## src/hdl/rdr_pkg.sv

```systemverilog
// shared constants for the radial distance ramp unit
package rdr_pkg;
  localparam int COORD_BITS_DEF = 10;
  localparam int LEVEL_BITS = 8;
  localparam int SCALE_BITS = 16;
  localparam logic [SCALE_BITS-1:0] FULL_SCALE_SQ = 16'd65025;
  localparam int CFG_INDEX_BITS = 3;
  localparam logic [CFG_INDEX_BITS-1:0] CFG_CENTER_X = 3'd0;
  localparam logic [CFG_INDEX_BITS-1:0] CFG_CENTER_Y = 3'd1;
  localparam logic [CFG_INDEX_BITS-1:0] CFG_CENTER_Z = 3'd2;
  localparam logic [CFG_INDEX_BITS-1:0] CFG_RADIUS = 3'd3;
endpackage

```

## src/hdl/radial_distance_ramp_unit.sv

```systemverilog
// radial distance ramp unit: voxel coordinate to 8-bit distance ramp level
// an accepted request moves through the front stages v1 to v4 and then the search stages to its done strobe
// throughput: one request per cycle, busy is never raised
// level found by an 8-step search, one bit per stage, one multiplier per stage
// reset clears the centre and radius registers and all pipeline valid bits
module radial_distance_ramp_unit #(
  parameter int COORD_BITS = rdr_pkg::COORD_BITS_DEF
) (
  input  logic                               clk,
  input  logic                               rst,
  input  logic                               start,
  output logic                               busy,
  input  logic [COORD_BITS-1:0]              coord_x,
  input  logic [COORD_BITS-1:0]              coord_y,
  input  logic [COORD_BITS-1:0]              coord_z,
  output logic                               done,
  output logic [rdr_pkg::LEVEL_BITS-1:0]     level,
  input  logic                               cfg_we,
  input  logic [rdr_pkg::CFG_INDEX_BITS-1:0] cfg_index,
  input  logic [COORD_BITS:0]                cfg_data
);
  localparam int DW = COORD_BITS + 1;
  localparam int SQW = 2 * DW;
  localparam int SUMW = SQW + 2;
  localparam int NW = SUMW + rdr_pkg::SCALE_BITS;
  localparam int LB = rdr_pkg::LEVEL_BITS;
  localparam int STEPS = LB;

  logic [DW-1:0] center_x_doubled, center_y_doubled, center_z_doubled;
  logic [COORD_BITS-1:0] radius;
  logic [SQW-1:0] rsq4;

  logic v1, v2, v3, v4;
  logic [DW-1:0] dx, dy, dz;
  logic [SQW-1:0] qx, qy, qz;
  logic [SUMW-1:0] d2;
  logic [NW-1:0] n4;

  logic sv [0:STEPS];
  logic [NW-1:0] sn [0:STEPS];
  logic [NW-1:0] ss [0:STEPS];
  logic [LB-1:0] sl [0:STEPS];
  logic [NW-1:0] s_try [0:STEPS-1];
  logic [LB-1:0] l_try [0:STEPS-1];

  logic [DW-1:0] px, py, pz;

  assign busy = 1'b0;
  assign px = {coord_x, 1'b0};
  assign py = {coord_y, 1'b0};
  assign pz = {coord_z, 1'b0};

  always_ff @(posedge clk) begin
    if (rst) begin
      center_x_doubled <= '0;
      center_y_doubled <= '0;
      center_z_doubled <= '0;
      radius <= '0;
    end else if (cfg_we) begin
      case (cfg_index)
        rdr_pkg::CFG_CENTER_X: center_x_doubled <= cfg_data;
        rdr_pkg::CFG_CENTER_Y: center_y_doubled <= cfg_data;
        rdr_pkg::CFG_CENTER_Z: center_z_doubled <= cfg_data;
        rdr_pkg::CFG_RADIUS: radius <= cfg_data[COORD_BITS-1:0];
        default: ;
      endcase
    end
  end

  // four times radius squared
  always_ff @(posedge clk) begin
    rsq4 <= {(SQW-2)'(radius) * (SQW-2)'(radius), 2'b00};
  end

  always_ff @(posedge clk) begin
    if (rst) begin
      v1 <= 1'b0;
      v2 <= 1'b0;
      v3 <= 1'b0;
      v4 <= 1'b0;
    end else begin
      v1 <= start;
      v2 <= v1;
      v3 <= v2;
      v4 <= v3;
    end
  end

  always_ff @(posedge clk) begin
    dx <= (px >= center_x_doubled) ? px - center_x_doubled : center_x_doubled - px;
    dy <= (py >= center_y_doubled) ? py - center_y_doubled : center_y_doubled - py;
    dz <= (pz >= center_z_doubled) ? pz - center_z_doubled : center_z_doubled - pz;
    qx <= dx * dx;
    qy <= dy * dy;
    qz <= dz * dz;
    d2 <= SUMW'(qx) + SUMW'(qy) + SUMW'(qz);
    n4 <= NW'(d2) * NW'(rdr_pkg::FULL_SCALE_SQ);
  end

  assign sv[0] = v4;
  assign sn[0] = n4;
  assign ss[0] = '0;
  assign sl[0] = '0;

  // trial bit per stage: accept if 4 r^2 L^2 stays at or below 65025 d2
  always_comb begin
    for (int j = 0; j < STEPS; j++) begin
      l_try[j] = sl[j] | (LB'(1) << (STEPS - 1 - j));
      s_try[j] = ss[j] + ((NW'(rsq4) * NW'({1'b0, sl[j]} + {1'b0, l_try[j]}))
                 << (STEPS - 1 - j));
    end
  end

  for (genvar j = 0; j < STEPS; j++) begin : g_step
    always_ff @(posedge clk) begin
      if (rst) begin
        sv[j+1] <= 1'b0;
      end else begin
        sv[j+1] <= sv[j];
      end
      sn[j+1] <= sn[j];
      if (sn[j] >= s_try[j]) begin
        ss[j+1] <= s_try[j];
        sl[j+1] <= l_try[j];
      end else begin
        ss[j+1] <= ss[j];
        sl[j+1] <= sl[j];
      end
    end
  end

  assign done = sv[STEPS];
  assign level = sl[STEPS];

  a_latency: assert property (@(posedge clk) disable iff (rst)
    (start && !busy) |-> ##12 done) else $error("request lost in pipeline");
  a_front: assert property (@(posedge clk) disable iff (rst)
    v1 |=> v2) else $error("front stage valid dropped");
  a_search: assert property (@(posedge clk) disable iff (rst)
    v4 |=> sv[1]) else $error("search stage valid dropped");
endmodule
```

## config.mk

```make
export PLATFORM = sky130hd
export DESIGN_NAME = radial_distance_ramp_unit
export DESIGN_NICKNAME = d
export VERILOG_FILES = /design/src/hdl/rdr_pkg.sv /design/src/hdl/radial_distance_ramp_unit.sv
export SDC_FILE = /design/constraint.sdc
export NUM_CORES = 2
export LEC_CHECK = 0
export CORE_MARGIN = 10
export CORE_UTILIZATION = 40
export DETAILED_ROUTE_END_ITERATION = 10
export DONT_BUFFER_PORTS = 1
export PLACE_DENSITY_LB_ADDON = 0.12
export SLEW_MARGIN = 20
export SYNTH_ARGS = -nofsm -noshare
export SYNTH_HDL_FRONTEND = slang
export SYNTH_SLANG_ARGS = --single-unit
```

## constraint.sdc

```tcl
create_clock -name clk -period 13.8 [get_ports clk]
set_input_delay 4.14 -clock clk [delete_from_list [all_inputs] [get_ports clk]]
set_output_delay 4.14 -clock clk [all_outputs]
set_load 0.005 [all_outputs]
```

* Word-level counts from Yosys, hierarchy flattened *
Cells that the tools add are included.

word-level totals
  register bits after elaboration = 862
  bits of input ports = 48
  logic and storage cells = 118

operators by class
  $add $sub $neg = 22
  order comparisons = 11
  multiply operators = 12
  eq/ne operators = 3
  reduce and logical (&&, ||, !) cells = 5
  muxes and demuxes = 10

operators by type and width
  cell                                                  count
  greater-or-equal comparator 40 bit                    7
  two-way mux 40 bit                                    6
  multiplier 20 x 9 -> 29 bit                           7
  multiplier 11 x 11 -> 22 bit                          3
  subtractor 11 bit                                     6
  adder 8 x 8 -> 9 bit                                  7
  adder 40 x 31 -> 40 bit                               1
  adder 40 x 32 -> 40 bit                               1
  adder 40 x 33 -> 40 bit                               1
  adder 40 x 34 -> 40 bit                               1
  adder 40 x 35 -> 40 bit                               1
  adder 40 x 36 -> 40 bit                               1
  adder 40 x 37 -> 40 bit                               1
  greater-or-equal comparator 40 x 36 -> 1 bit          1
  multiplier 24 x 16 -> 40 bit (second input constant)  1
  greater-or-equal comparator 11 bit                    3
  two-way mux 11 bit                                    3
  adder 23 x 22 -> 24 bit                               1
  adder 22 x 22 -> 23 bit                               1
  multiplier 10 x 10 -> 20 bit                          1
  two-way mux 8 bit                                     1
  AND reduction 2 bit                                   4
  == test 3 x 2 -> 1 bit (second input constant)        2
  == test 3 x 1 -> 1 bit (second input constant)        1
  zero test 3 bit                                       1

* Longest topological paths before layout *
  depth after elaboration = 5
  mapped depth = 41
  depth with buffers taken out = 39

* Worst setup path before layout *
Ideal clock, no wire load.

  kind = reg-to-reg
  from = reg rsq4[4]
  to = reg ss[101] in the netlist's numbering
  required time = 13.726 ns
  stages on the path, launching flop included = 39
  setup slack = 5.108 ns
  period minus slack after synthesis = 8.692 ns
  library setup time = 0.074 ns
  data arrival time = 8.617 ns
  cells stage by stage = dfxtp_1 > clkbuf_1 > nand2_1 > fa_1 > inv_1 > fa_1 > inv_1 > fa_1 > fa_1 > inv_1 > ha_1 > and2_1 > a221o_1 > a311o_1 > or3_1 > a31oi_1 > o21bai_1 > xor2_1 > [3 not listed] > o211ai_1 > o32ai_1 > o21ai_1 > a31o_2 > buf_2 > xnor2_1 > ha_1 > a21o_1 > a21o_1 > a21oi_1 > o21ai_0 > a21o_1 > nand2_1 > and3_1 > clkbuf_1 > clkbuf_1 > nand2_1 > o21ai_0

between the ends
  word-level cells in the longest chain between the ends = 4

RTL lines
  element                             RTL line                          source
  start: declaration                  radial_distance_ramp_unit.sv:31   logic [SQW-1:0] rsq4;
  start signal: assignment            radial_distance_ramp_unit.sv:72   rsq4 <= {(SQW-2)'(radius) * (SQW-2)'(radius), 2'b00};
  multiplier 20 x 9 -> 29 bit (*)     radial_distance_ramp_unit.sv:109  s_try[j] = ss[j] + ((NW'(rsq4) * NW'({1'b0, sl[j]} + {1'b0, l_try[j]}))
  adder 40 x 33 -> 40 bit (*)         radial_distance_ramp_unit.sv:109
  greater-or-equal comparator 40 bit  radial_distance_ramp_unit.sv:122  if (sn[j] >= s_try[j]) begin
  two-way mux 40 bit (*)              radial_distance_ramp_unit.sv:122
  end signal: indexed assignment      radial_distance_ramp_unit.sv:123  ss[j+1] <= s_try[j];
  end signal: indexed assignment      radial_distance_ramp_unit.sv:126  ss[j+1] <= ss[j];
  end: declaration                    radial_distance_ramp_unit.sv:41   logic [NW-1:0] ss [0:STEPS];

Mark *: on every way between the ends. The rest lies on a longest branch, timed or not.
A chain may end at the register's enable or synchronous reset.

* Final worst setup path *
  from = reg rsq4[5]
  to = reg ss[115] in the netlist's numbering

Same word-level chain as after synthesis.

==> flow_summary.yaml <==
clock_tree:
  clkLatencyLatePin_ns: 0.75
  clkSlewWorstSetupHoldPaths_ns: 0.07
  cts.hold.buffers_added: 0
  cts.sink_count: 746
  post_cts_resize_count: 0
  cts_max_level: 3
  tritoncts: "built"
  cts-root-buf: "clkbuf_16"
  max-clock-path-buffers: 3
  cts_inserted_buffers: 87
  cts_setup_buffers: 0
synthesis:
  netlist-cell-type-count: 90
  yosysWarningCount: 0
  ff_latch_count_synth: 746
  syn_nets: 10200
  biggest_area_contributors_in_the_synthesized_netlist: "ha_1 22%, dfxtp_1 20%, fa_1 19%"
  post_synth.cell_area_avg_um2: 9.26
  synth_edf_count: 0
  netlist_instances: 8094
  synth_async_sr_flop_share_pct: 0
  syn-cell-area_um2: 74900
  synth.largest_area_cell: "ha_1"
  synth_top_cell_area_share_pct: 21.7
  ys_seq_area_share_pct: 19.9
  synth_flop_cell: "dfxtp_1"
worst_hold_path:
  timing.hold.worst.class: "register to register"
worst_setup_path:
  crit_path_max_fanout: 48
  critPathKind: "register to register"
  master_of_the_slowest_instance_on_the_critical_path: "dfxtp_2"
  critPathCaptureType: "register"
  critPathArrivalTime_ns: 11.03
  crit_path_required_time_ns: 14.45
  setup.reg_to_reg.worst_slack_ns: 3.42
  cp-start-kind: "register"
  critPathMaxStageDelay_ns: 0.92
placed_design:
  hpwl_um: 167000
  io_buffer_count: 0
  routabilityCongestion: 0.854
  pre_cts_slack_ns: 3.57
floorplanning:
  initial_utilization_pct: 40.3
  fp-row-count: 158
  floorplan.io_pins: 58
  design.die.area_um2: 205000
  die_outline_height_um: 453
  core-area_um2: 186000
  die_x_extent_um: 453
final_layout:
  nets: 10100
  layout.filler_cells: 18300
  area_delta_synth_final_pct: 7.83
  final_layout_size_suffix_gt1_share_pct: 3.33
timing:
  fmax_mhz: 96.3
  timing.max_slew.rel_slack_pct: 15.1
  period_share_pct: 75.2
  timing.clock.skew_ns: 0.0608
  tightestPinTransition_ns: 1.25
  post-route-worst-setup-slack_ns: 3.42
  final.setup.tns_ns: 0
  finalHoldViolCount: 0
  slew_viol_final: 0
  setup_viol: 0
  grt_setup_unrepaired: "no"
  period_minus_slack_ns: 10.38
routing:
  dr.first_iter.drc_count: 2224
  via_per_inst: 5.09
  vias: 53800
  route.final.wire_length_um: 202000
  drc: 0
  detail_route.wl_per_cell_um: 19.1
  postRouteAntennaNets: 0
  detailedRoute.firstPassIterationCount: 6
global_routing:
  initial_antenna_violation_count: 4
  grt_pass1_vias: 56300
  grt_first_pass_wirelength_um: 316000
  overflow: 0
  grt_max_degree: 56
  grt_usage_pct: 19.5
run:
  drv.max_cap_violation_count: 0
status:
  outcome: "completed"
-- path summary, 6_finish.rpt --
path,startpoint,to,cells past startpoint
setup reg to reg,rsq4[5],ss[115],36
setup / recovery,rsq4[5],ss[115],36
hold / removal,sn[203],sn[163],0
hold reg to reg,sn[203],sn[163],0
-- Yosys cell counts (all sizes together), types with 15 or more instances --
master,n
a211oi,46
a21boi,20
a21o,246
a21oi,446
a31oi,59
and2,531
and3,55
buf,28
clkbuf,189
dfxtp,746
fa,712
ha,1301
inv,1176
mux2i,82
nand2,618
nand2b,53
nand3,92
nand4,62
nor2,277
nor2b,90
nor3,66
nor4,15
o211ai,24
o21a,71
o21ai,267
o21bai,62
o31ai,25
o41ai,21
or3,28
xnor2,334
xor2,158
-- flip-flops by register name (all words and copies together), names as in the netlist --
name,cells
done,1
dy,11
l_try,28
rsq4,19
d2,24
sv,7
n4,40
sn,280
ss,196
radius,10
qx,21
center_y_doubled,11
center_x_doubled,11
v3,1
v4,1
v1,1
level,8
dx,11
center_z_doubled,11
qz,21
v2,1
qy,21
dz,11
-- cell families after synthesis --
kind of cell,count (synthesis),synth area share (%)
adders and majority gates,2013,40.8
and+or+nand+nor,1939,13.1
AOI/OAI and AO/OA,1417,12.2
buffers and inverters,1393,7.02
DFF,746,19.9
xor gates and xnor gates,492,5.75
muxes,93,1.26
other,1,0.00501
-- stage by stage --
stage / cell area, um2 / instances / util (%) / hold slack [ns]
floorplan: 74900 / 8094 / - / 0.310
global placement: 77500 / 10400 / 41.7 / 0.312
detailed placement: 77500 / 10400 / 41.7 / 0.312
CTS: 80700 / 10600 / 43.5 / 0.312
global route: 80800 / 10600 / 43.5 / 0.326
finish: 80800 / 10600 / 43.5 / 0.325
-- placed cells by master, fill, tap and decap left out, types with 39 or more instances in the layout --
master,Yosys,routed
a211oi_1,45,45
a21o_1,246,246
a21oi_1,442,441
a31oi_1,56,55
and2_1,531,531
and3_1,55,55
buf_4,1,39
clkbuf_16,0,88
dfxtp_1,746,739
fa_1,712,712
ha_1,1301,1301
inv_1,1176,1176
mux2i_1,82,82
nand2_1,618,618
nand2b_1,53,53
nand3_1,92,92
nand4_1,62,62
nor2_1,277,277
nor2b_1,90,90
nor3_1,66,65
o21a_1,71,71
o21ai_0,254,254
o21bai_1,62,62
xnor2_1,334,334
xor2_1,158,158
-- layer usage --
layer / up-vias / share of wire, % / GRT usage [%]
met2: 677 / 51 / 35.6
met1: 26200 / 42 / 22.9
met4: 0 / 4.7 / 8.10
li1: 26700 / - / -
met5: - / 0 / 0
met3: 268 / 2.8 / 2.41
-- critical path, delay by kind of cell (launching register included) --
| family | cells | cell delay, ns |
|---|---|---|
| AOI/OAI and AO/OA | 15 | 3.34 |
| xor gates and xnor gates | 3 | 0.97 |
| adders and majority gates | 7 | 3.21 |
| buffers and inverters | 5 | 0.80 |
| DFF | 1 | 0.92 |
| and+or+nand+nor | 6 | 1.03 |
-- cell type report --
class                           count  area (um2)  area share, %
Multi-Input combinational cell   5955       54800           67.8
Sequential cell                   746       14900           18.5
Inverter                         1176        4410           5.46
Tap cell                         2480        3100           3.84
Clock buffer                      117        2470           3.06
Clock inverter                     45         751          0.929
Timing Repair Buffer               40         320          0.397
Antenna cell                        2        5.00        0.00620
Power is left out: the tool's default activity adds up to more than one toggle a clock period on the data nets, which glitch-free logic cannot reach.
